==> src/design/cei_pkg.sv <==
// ----------------------------------------------------------------------------
// cei_pkg
// shared types and constants for the elliptic integral block
// ----------------------------------------------------------------------------
package cei_pkg;

  localparam int unsigned MOD_W = 33;
  localparam int unsigned RES_W = 32;

  // pi/2 in q2.62
  localparam logic [63:0] PI_HALF_Q62 = 64'h6487ED5110B4611A;
  localparam logic [31:0] ONE_Q28     = 32'h10000000;

  typedef enum logic [3:0] {
    ST_IDLE,
    ST_KSQ,
    ST_BSQRT,
    ST_LOOP,
    ST_CSQ,
    ST_AB,
    ST_ABSQRT,
    ST_DIV,
    ST_EMUL,
    ST_DONE
  } cei_state_t;

endpackage

==> src/design/cei_if.sv <==
// ----------------------------------------------------------------------------
// cei_in_if / cei_out_if
// valid/ready channels for modulus items and result items
// ----------------------------------------------------------------------------
interface cei_in_if;
  logic                      valid;
  logic                      ready;
  logic [cei_pkg::MOD_W-1:0] modulus;
  modport source (output valid, output modulus, input ready);
  modport sink   (input valid, input modulus, output ready);
endinterface

interface cei_out_if;
  logic                      valid;
  logic                      ready;
  logic [cei_pkg::RES_W-1:0] first_kind;
  logic [cei_pkg::RES_W-1:0] second_kind;
  logic                      k_out_of_range;
  modport source (output valid, output first_kind, output second_kind,
                  output k_out_of_range, input ready);
  modport sink   (input valid, input first_kind, input second_kind,
                  input k_out_of_range, output ready);
endinterface

==> src/design/complete_elliptic_integrals_agm.sv <==
// ----------------------------------------------------------------------------
// complete_elliptic_integrals_agm
// K(k) and E(k) by the arithmetic-geometric mean on one shared unit
// ----------------------------------------------------------------------------
// One item in, one item out. A small sequencer runs all products, roots and
// quotients through one 32x32 multiplier (four partial products per
// full-width product) and one compare-subtract unit that serves both the
// restoring square root (one root bit a cycle) and the restoring divider
// (one quotient bit a cycle). An item runs through k squared and the first
// root, then per AGM step actually run (at most AGM_STEPS) a check, c
// squared, a*b and the root, then a final check, the divide and the E
// product. A modulus of zero skips the mean; a modulus of one or more
// answers on the next cycle. The input is not ready while an item is in
// flight, and the result register holds a finished item until it is taken;
// only then does the block return to idle, so the next item is accepted
// only after the last result has been taken.
// ----------------------------------------------------------------------------
module complete_elliptic_integrals_agm #(
  parameter int unsigned AGM_STEPS = 10,
  parameter int unsigned FRAC_BITS = 32
) (
  input  logic      clk,
  input  logic      rst_n,
  cei_in_if.sink    in_ch,
  cei_out_if.source out_ch
);
  import cei_pkg::*;

  localparam int unsigned W   = FRAC_BITS + 2;       // a, b, c width
  localparam int unsigned W2  = 2 * W;               // radicand width
  localparam int unsigned NW  = 64 + W;              // dividend width
  localparam int unsigned CW  = $clog2(NW + 1) + 1;  // bit counter
  localparam int unsigned SW  = $clog2(AGM_STEPS + 1);
  localparam int unsigned PRW = 128;                 // product width
  localparam int unsigned RW  = W + 3;               // compare-subtract width
  // k from q0.32 to FRAC_BITS fraction bits
  localparam int unsigned KUP = (FRAC_BITS >= 32) ? FRAC_BITS - 32 : 0;
  localparam int unsigned KDN = (FRAC_BITS < 32) ? 32 - FRAC_BITS : 0;
  // (pi/2) * one, the dividend for K
  localparam logic [NW-1:0] DIVIDEND = NW'(PI_HALF_Q62) << FRAC_BITS;

  cei_state_t state_r, state_nxt;

  logic [W-1:0]   a_r, b_r, c_r, a_nxt, b_nxt, c_nxt;
  logic [W-1:0]   sum_r, sum_nxt;      // weighted sum, clamped at one
  logic [SW-1:0]  n_r, n_nxt;
  logic [CW-1:0]  cnt_r, cnt_nxt;
  logic [2:0]     pp_r, pp_nxt;        // partial product index {i, j}, 4 when done

  // shared multiplier: mx_r * my_r, summed from four partial products into prod_r
  logic [63:0]    mx_r, my_r, mx_nxt, my_nxt;
  logic [PRW-1:0] prod_r, prod_nxt;

  // square root / divide working registers
  logic [W2-1:0]  rad_r, rad_nxt;     // radicand, consumed two bits a cycle
  logic [W-1:0]   root_r, root_nxt;
  logic [NW-1:0]  quo_r, quo_nxt;     // dividend shifted into quotient
  logic [RW-1:0]  rem_r, rem_nxt;

  logic [31:0]    kq_r, kq_nxt;
  logic [31:0]    fk_r, sk_r, fk_nxt, sk_nxt;
  logic           oor_r, oor_nxt;

  // partial product select
  logic [31:0]    xs, ys;
  logic [63:0]    pp;
  logic [6:0]     pp_shamt;
  logic [PRW-1:0] pp_sh;
  logic           mul_done;

  // shared compare-subtract
  logic [RW-1:0]  cs_lhs, cs_rhs, cs_diff;
  logic           cs_ge;

  logic [W-1:0]   kf;
  logic [W-1:0]   one_w;
  logic [6:0]     csq_shamt;
  logic [PRW-1:0] csq_sh, sum_add, e_sh;
  logic [31:0]    kq_new;

  assign one_w = W'(1) << FRAC_BITS;

  // 32-bit chunk i of x times chunk j of y, placed at 32*(i+j)
  always_comb begin
    xs       = pp_r[1] ? mx_r[63:32] : mx_r[31:0];
    ys       = pp_r[0] ? my_r[63:32] : my_r[31:0];
    pp       = {32'd0, xs} * {32'd0, ys};
    pp_shamt = {pp_r[1] & pp_r[0], pp_r[1] ^ pp_r[0], 5'd0};
    pp_sh    = {64'd0, pp} << pp_shamt;
    mul_done = pp_r[2];
  end

  // divide: remainder against a; root: remainder against 4*root + 1
  always_comb begin
    if (state_r == ST_DIV) begin
      cs_lhs = {rem_r[W+1:0], quo_r[NW-1]};
      cs_rhs = RW'(a_r);
    end else begin
      cs_lhs = {rem_r[W:0], rad_r[W2-1 -: 2]};
      cs_rhs = {1'b0, root_r, 2'b01};
    end
    cs_ge   = (cs_lhs >= cs_rhs);
    cs_diff = cs_lhs - cs_rhs;
  end

  always_comb begin
    kf        = W'((64'(in_ch.modulus[31:0]) << KUP) >> KDN);
    // c0 weighted 1/2, each later c doubles its weight
    csq_shamt = 7'(FRAC_BITS + 1) - 7'(n_r);
    csq_sh    = prod_r >> csq_shamt;
    sum_add   = PRW'(sum_r) + csq_sh;
    e_sh      = prod_r >> FRAC_BITS;
    // K = quotient >> 34, saturated to 32 bits
    if (a_r == W'(0) || quo_r[NW-1:66] != '0) kq_new = 32'hFFFF_FFFF;
    else kq_new = quo_r[65:34];
  end

  // next state
  always_comb begin
    state_nxt = state_r;
    case (state_r)
      ST_IDLE: begin
        if (in_ch.valid) begin
          if (in_ch.modulus[32]) state_nxt = ST_DONE;
          else if (in_ch.modulus[31:0] == 32'd0) state_nxt = ST_DIV;
          else state_nxt = ST_KSQ;
        end
      end
      ST_KSQ:    if (mul_done) state_nxt = ST_BSQRT;
      ST_BSQRT:  if (cnt_r[CW-1]) state_nxt = ST_LOOP;
      ST_LOOP:   state_nxt = (n_r < SW'(AGM_STEPS) && c_r != W'(0)) ? ST_CSQ : ST_DIV;
      ST_CSQ:    if (mul_done) state_nxt = ST_AB;
      ST_AB:     if (mul_done) state_nxt = ST_ABSQRT;
      ST_ABSQRT: if (cnt_r[CW-1]) state_nxt = ST_LOOP;
      ST_DIV:    if (cnt_r[CW-1]) state_nxt = ST_EMUL;
      ST_EMUL:   if (mul_done) state_nxt = ST_DONE;
      ST_DONE:   if (out_ch.ready) state_nxt = ST_IDLE;
      default:   state_nxt = ST_IDLE;
    endcase
  end

  // datapath
  always_comb begin
    a_nxt = a_r; b_nxt = b_r; c_nxt = c_r; sum_nxt = sum_r; n_nxt = n_r;
    cnt_nxt = cnt_r; pp_nxt = pp_r; mx_nxt = mx_r; my_nxt = my_r;
    prod_nxt = prod_r; rad_nxt = rad_r; root_nxt = root_r; quo_nxt = quo_r;
    rem_nxt = rem_r; kq_nxt = kq_r; fk_nxt = fk_r; sk_nxt = sk_r;
    oor_nxt = oor_r;
    case (state_r)
      ST_IDLE: begin
        if (in_ch.valid) begin
          a_nxt = one_w; b_nxt = one_w; c_nxt = kf; sum_nxt = '0; n_nxt = '0;
          mx_nxt = 64'(kf); my_nxt = 64'(kf); prod_nxt = '0; pp_nxt = '0;
          quo_nxt = DIVIDEND; rem_nxt = '0; cnt_nxt = CW'(NW - 1);
          // k at or above one: K undefined, E is one
          if (in_ch.modulus[32]) begin
            fk_nxt = '0; sk_nxt = ONE_Q28; oor_nxt = 1'b1;
          end
        end
      end
      ST_KSQ, ST_CSQ, ST_AB, ST_EMUL: begin
        if (!mul_done) begin
          prod_nxt = prod_r + pp_sh;
          pp_nxt   = pp_r + 3'd1;
        end else begin
          pp_nxt = '0;
          if (state_r == ST_KSQ) begin
            // b0 = sqrt(1 - k^2)
            rad_nxt  = (W2'(1) << (2 * FRAC_BITS)) - prod_r[W2-1:0];
            root_nxt = '0; rem_nxt = '0; cnt_nxt = CW'(W - 1);
          end else if (state_r == ST_CSQ) begin
            sum_nxt = (sum_add > PRW'(one_w)) ? one_w : sum_add[W-1:0];
            mx_nxt = 64'(a_r); my_nxt = 64'(b_r); prod_nxt = '0;
          end else if (state_r == ST_AB) begin
            rad_nxt = prod_r[W2-1:0]; root_nxt = '0; rem_nxt = '0;
            cnt_nxt = CW'(W - 1);
          end else begin
            sk_nxt = (e_sh[PRW-1:32] != '0) ? 32'hFFFF_FFFF : e_sh[31:0];
            fk_nxt = kq_r; oor_nxt = 1'b0;
          end
        end
      end
      ST_BSQRT, ST_ABSQRT: begin
        // restoring root, one bit a cycle
        if (!cnt_r[CW-1]) begin
          rem_nxt  = cs_ge ? cs_diff : cs_lhs;
          root_nxt = {root_r[W-2:0], cs_ge};
          rad_nxt  = rad_r << 2;
          cnt_nxt  = cnt_r - CW'(1);
        end else if (state_r == ST_BSQRT) begin
          b_nxt = root_r;
        end else begin
          a_nxt = W'(((W + 1)'(a_r) + (W + 1)'(b_r)) >> 1);
          c_nxt = (a_r > b_r) ? (a_r - b_r) >> 1 : W'(0);
          b_nxt = root_r; n_nxt = n_r + SW'(1);
        end
      end
      ST_LOOP: begin
        cnt_nxt = CW'(NW - 1); quo_nxt = DIVIDEND; rem_nxt = '0;
        mx_nxt = 64'(c_r); my_nxt = 64'(c_r); prod_nxt = '0; pp_nxt = '0;
      end
      ST_DIV: begin
        if (!cnt_r[CW-1]) begin
          rem_nxt = cs_ge ? cs_diff : cs_lhs;
          quo_nxt = {quo_r[NW-2:0], cs_ge};
          cnt_nxt = cnt_r - CW'(1);
        end else begin
          kq_nxt = kq_new;
          mx_nxt = 64'(kq_new); my_nxt = 64'(one_w - sum_r);
          prod_nxt = '0; pp_nxt = '0;
        end
      end
      default: ;
    endcase
  end

  always_ff @(posedge clk) begin
    if (!rst_n) begin
      state_r <= ST_IDLE;
    end else begin
      state_r <= state_nxt;
    end
  end

  always_ff @(posedge clk) begin
    a_r <= a_nxt; b_r <= b_nxt; c_r <= c_nxt; sum_r <= sum_nxt; n_r <= n_nxt;
    cnt_r <= cnt_nxt; pp_r <= pp_nxt; mx_r <= mx_nxt; my_r <= my_nxt;
    prod_r <= prod_nxt; rad_r <= rad_nxt; root_r <= root_nxt; quo_r <= quo_nxt;
    rem_r <= rem_nxt; kq_r <= kq_nxt; fk_r <= fk_nxt; sk_r <= sk_nxt;
    oor_r <= oor_nxt;
  end

  // outputs
  always_comb begin
    in_ch.ready           = (state_r == ST_IDLE);
    out_ch.valid          = (state_r == ST_DONE);
    out_ch.first_kind     = fk_r;
    out_ch.second_kind    = sk_r;
    out_ch.k_out_of_range = oor_r;
  end

endmodule

==> src/flat_wrapper.sv <==
// flat-port wrapper written by rule: the top's interface ports become plain ports
module complete_elliptic_integrals_agm_flat import cei_pkg::*;
#(
  parameter int unsigned AGM_STEPS = 10,
  parameter int unsigned FRAC_BITS = 32
)
  (clk, rst_n, in_ch_valid, in_ch_modulus, in_ch_ready, out_ch_valid, out_ch_first_kind, out_ch_second_kind, out_ch_k_out_of_range, out_ch_ready);
  cei_in_if in_ch_i ();
  cei_out_if out_ch_i ();
  input  logic clk;
  input  logic rst_n;
  input wire logic [$bits(in_ch_i.valid)-1:0] in_ch_valid;
  input wire logic [$bits(in_ch_i.modulus)-1:0] in_ch_modulus;
  output wire logic [$bits(in_ch_i.ready)-1:0] in_ch_ready;
  output wire logic [$bits(out_ch_i.valid)-1:0] out_ch_valid;
  output wire logic [$bits(out_ch_i.first_kind)-1:0] out_ch_first_kind;
  output wire logic [$bits(out_ch_i.second_kind)-1:0] out_ch_second_kind;
  output wire logic [$bits(out_ch_i.k_out_of_range)-1:0] out_ch_k_out_of_range;
  input wire logic [$bits(out_ch_i.ready)-1:0] out_ch_ready;
  assign in_ch_i.valid = in_ch_valid;
  assign in_ch_i.modulus = in_ch_modulus;
  assign in_ch_ready = in_ch_i.ready;
  assign out_ch_valid = out_ch_i.valid;
  assign out_ch_first_kind = out_ch_i.first_kind;
  assign out_ch_second_kind = out_ch_i.second_kind;
  assign out_ch_k_out_of_range = out_ch_i.k_out_of_range;
  assign out_ch_i.ready = out_ch_ready;
  complete_elliptic_integrals_agm #(.AGM_STEPS(AGM_STEPS), .FRAC_BITS(FRAC_BITS)) u_core (.clk(clk), .rst_n(rst_n), .in_ch(in_ch_i), .out_ch(out_ch_i));
endmodule
==> config.mk <==
export PLATFORM = sky130hd
export DESIGN_NAME = complete_elliptic_integrals_agm_flat
export DESIGN_NICKNAME = d
export VERILOG_FILES = /design/src/design/cei_pkg.sv /design/src/design/cei_if.sv /design/src/design/complete_elliptic_integrals_agm.sv /design/src/flat_wrapper.sv
export SDC_FILE = /design/constraint.sdc
export NUM_CORES = 2
export LEC_CHECK = 0
export ABC_AREA = 0
export BUFFER_PORTS_ARGS = -buffer_cell sky130_fd_sc_hd__buf_4
export CORE_UTILIZATION = 60
export DETAILED_ROUTE_END_ITERATION = 7
export PLACE_DENSITY = 0.73
export SETUP_SLACK_MARGIN = 0.5
export SLEW_MARGIN = 20
export SYNTH_ARGS = -nofsm -noshare
export SYNTH_HDL_FRONTEND = slang
export SYNTH_SLANG_ARGS = --single-unit
==> constraint.sdc <==
create_clock -name clk -period 14.2 [get_ports clk]
set_input_delay 0.71 -clock clk [delete_from_list [all_inputs] [get_ports clk]]
set_output_delay 0.71 -clock clk [all_outputs]
set_load 0.03 [all_outputs]
==> metrics.yaml <==
timing:
  rsz0062_at_grt: "false"
  drv_slew: 0
  fmaxAchievable_ghz: 0.0741
  setup_violations: 0
  fin_crit_sh: 0.950
  fin_skew_ns: 0.0397
  timing.setup.tns_ns: 0
  min_period_ns: 13.49
  tightest_slew_ns: 1.34
  hold_viol_final: 0
  relSlewSlack: 0.102
setup_path:
  path_max_fanout: 45
  critPathArrivalTime_ns: 13.89
  startpoint_type: "register"
  crit_path_max_incr_delay_ns: 0.84
  crit_slowest_cell: "nor2b_1"
  crit_type: "register to register"
  cp-end-kind: "register"
  cp_common_cell: "fa_1"
  worstPathRequired_ns: 14.59
  r2r_slack_ns: 0.71
routing:
  routed_via_density: 6.82
  drcViolationCount: 32
  finalWirelength_microns: 369000
  wl_per_cell_microns: 29.8
  dr.pass1.iters: 8
  antenna_left: 0
  drtIter0Drc: 12600
  via_count: 84400
die:
  rows: 143
  die_area_sq_mm: 0.156
  io_pins: 104
  dieWidth_microns: 395
  die_h_microns: 395
  start_util: 0.608
  core_sq_mm: 0.153
yosys:
  async_reset_ff_frac: 0
  synth.area.top_cells: "edfxtp_1, fa_1, ha_1"
  synth_edf_count: 680
  ys_types: 121
  synthFlopType: "edfxtp_1"
  synth_commonest_cells: "nor2_1, nand2_1, inv_1"
  yosys_warnings: 0
  yosysSeqAreaShare: 0.221
  yosysMostFrequentCell: "nor2_1"
  synth_cells: 10400
  synth_top_cell_by_area: "edfxtp_1"
  synth_fp_nets: 11900
  avgSynthCellArea_sq_um: 8.90
  synth_top_cell_area_share: 0.220
  ys_ff_latch: 684
  syn-cell-area_sq_mm: 0.0928
global_route:
  busiest_layer: "met2"
  grt_max_degree: 211
  grt_pass1_vias: 82400
  grtUsageMet1: 0.637
  antenna_found_initial: 22
  overflow: 0
  globalRouteTotalUtil: 0.466
  grt_first_pass_wirelength_microns: 541000
  use_met3: 0.148
  use_met2: 0.659
layout:
  syn2layout_area_growth_pct: 6.41
  drive_gt1_frac: 0.0922
  nFillCells: 12200
  nets: 11800
  regArea_sq_mm: 0.0205
  multi_input_area_sq_mm: 0.0658
clock_tree:
  h-tree-depth: 3
  insertion_delay_ns: 0.68
  cts_hold_buf: 0
  clk_path_buf_depth: 3
  numCtsBuffers: 70
  clkTransAtPathRegs_ns: 0.07
  cts_sinks: 684
  cts_tree: "built"
  root_buffer: "clkbuf_16"
flow_run:
  maxCapViolCount: 0
placed_design:
  io_buffer_count: 103
  gp_congestion: 1.11
  dp_hpwl_microns: 293000
status:
  outcome: "finished, violations left"
  violations: "DRC"
min_path:
  hp-class: "input pin to register"
[critical path: cells and delay by family, from the launching register on]
kind,cells,cell delay (ns)
simple gates,10,2.89
flops,1,0.41
buf+inv,5,1.09
xor+xnor,1,0.33
fa+ha+maj,10,5.09
compound gates,13,3.08
mux,1,0.27
[state kept, by name, summed over array words and instances, names as in the netlist, 8 cells and up]
register,cells
u_core.prod_r,128
u_core.quo_r,98
u_core.rad_r,68
u_core.rem_r,36
u_core.my_r,35
u_core.a_r,34
u_core.b_r,34
u_core.mx_r,34
u_core.root_r,34
u_core.sum_r,34
u_core.c_r,33
u_core.kq_r,32
u_core.out_ch.first_kind,32
u_core.out_ch.second_kind,32
u_core.cnt_r,8
[final timing paths]
path                         to  cells past startpoint             from
min reg2reg     u_core.quo_r[9]                      1  u_core.quo_r[8]
min           u_core.state_r[3]                      2            rst_n
max reg2reg  u_core.prod_r[122]                     40   u_core.pp_r[1]
max          u_core.prod_r[122]                     40   u_core.pp_r[1]
[metal layers]
metal  wire length, microns  share of wire
met1                 139000           0.38
met2                 151000           0.41
met3                  54200           0.15
met4                  24700          0.067
met5                    121        0.00033
[cell type report]
class / instances / area share
multi-input cells: 7998 / 0.666
flip-flops and latches: 684 / 0.207
inverters: 1107 / 0.0422
repair buffers: 418 / 0.0339
well taps: 2030 / 0.0257
clock buffers: 76 / 0.0180
clock inverters: 51 / 0.00656
diodes: 6 / 0.000152
[cell usage in the layout, fill, tap and decap left out, types with 114 or more instances in the layout]
cell	n
nand2b_1	128
ha_1	532
a21o_1	198
and2_1	186
buf_4	399
xnor2_1	255
nand2_1	1112
nor3_1	202
xor2_1	176
edfxtp_1	680
fa_1	901
o21ai_0	372
nand3_1	123
mux4_2	114
mux2i_1	277
nor2b_1	120
nor2_1	1299
inv_1	1101
a21oi_1	496
[metrics by stage]
| step | area (sq um) | worst slack (ns) | util | instances | hold slack, ns |
|---|---|---|---|---|---|
| floorplan | 92800 | 1.84 | - | 10400 | 0.477 |
| global placement | 96100 | 0.369 | 0.629 | 12200 | 0.495 |
| detailed placement | 96100 | 0.137 | 0.629 | 12200 | 0.502 |
| CTS | 98500 | 0.542 | 0.645 | 12400 | 0.254 |
| global route | 98800 | 0.515 | 0.646 | 12400 | 0.277 |
| finish | 98800 | 0.709 | 0.647 | 12400 | 0.278 |
[kinds of logic after synthesis]
logic type / after synthesis / synth area share
AO/OA/AOI/OAI: 1875 / 0.133
multiplexers: 518 / 0.0772
XOR/XNOR: 434 / 0.0409
other: 1 / 0.0000404
adder cells (fa/ha/maj): 1437 / 0.266
AND/OR/NAND/NOR: 3732 / 0.186
flip-flops: 684 / 0.221
buffers and inverters: 1749 / 0.0752
[what timing repair did]
action	4_1_cts	5_1_grt
gates resized for setup	10	44
pin swaps	1	5
gates cloned	1	0
setup buffers	2	9
endpoints found under the setup margin	20	39
Power is not shown: default switching activity piles up to over one toggle a cycle in this logic, so the estimate is an artifact.
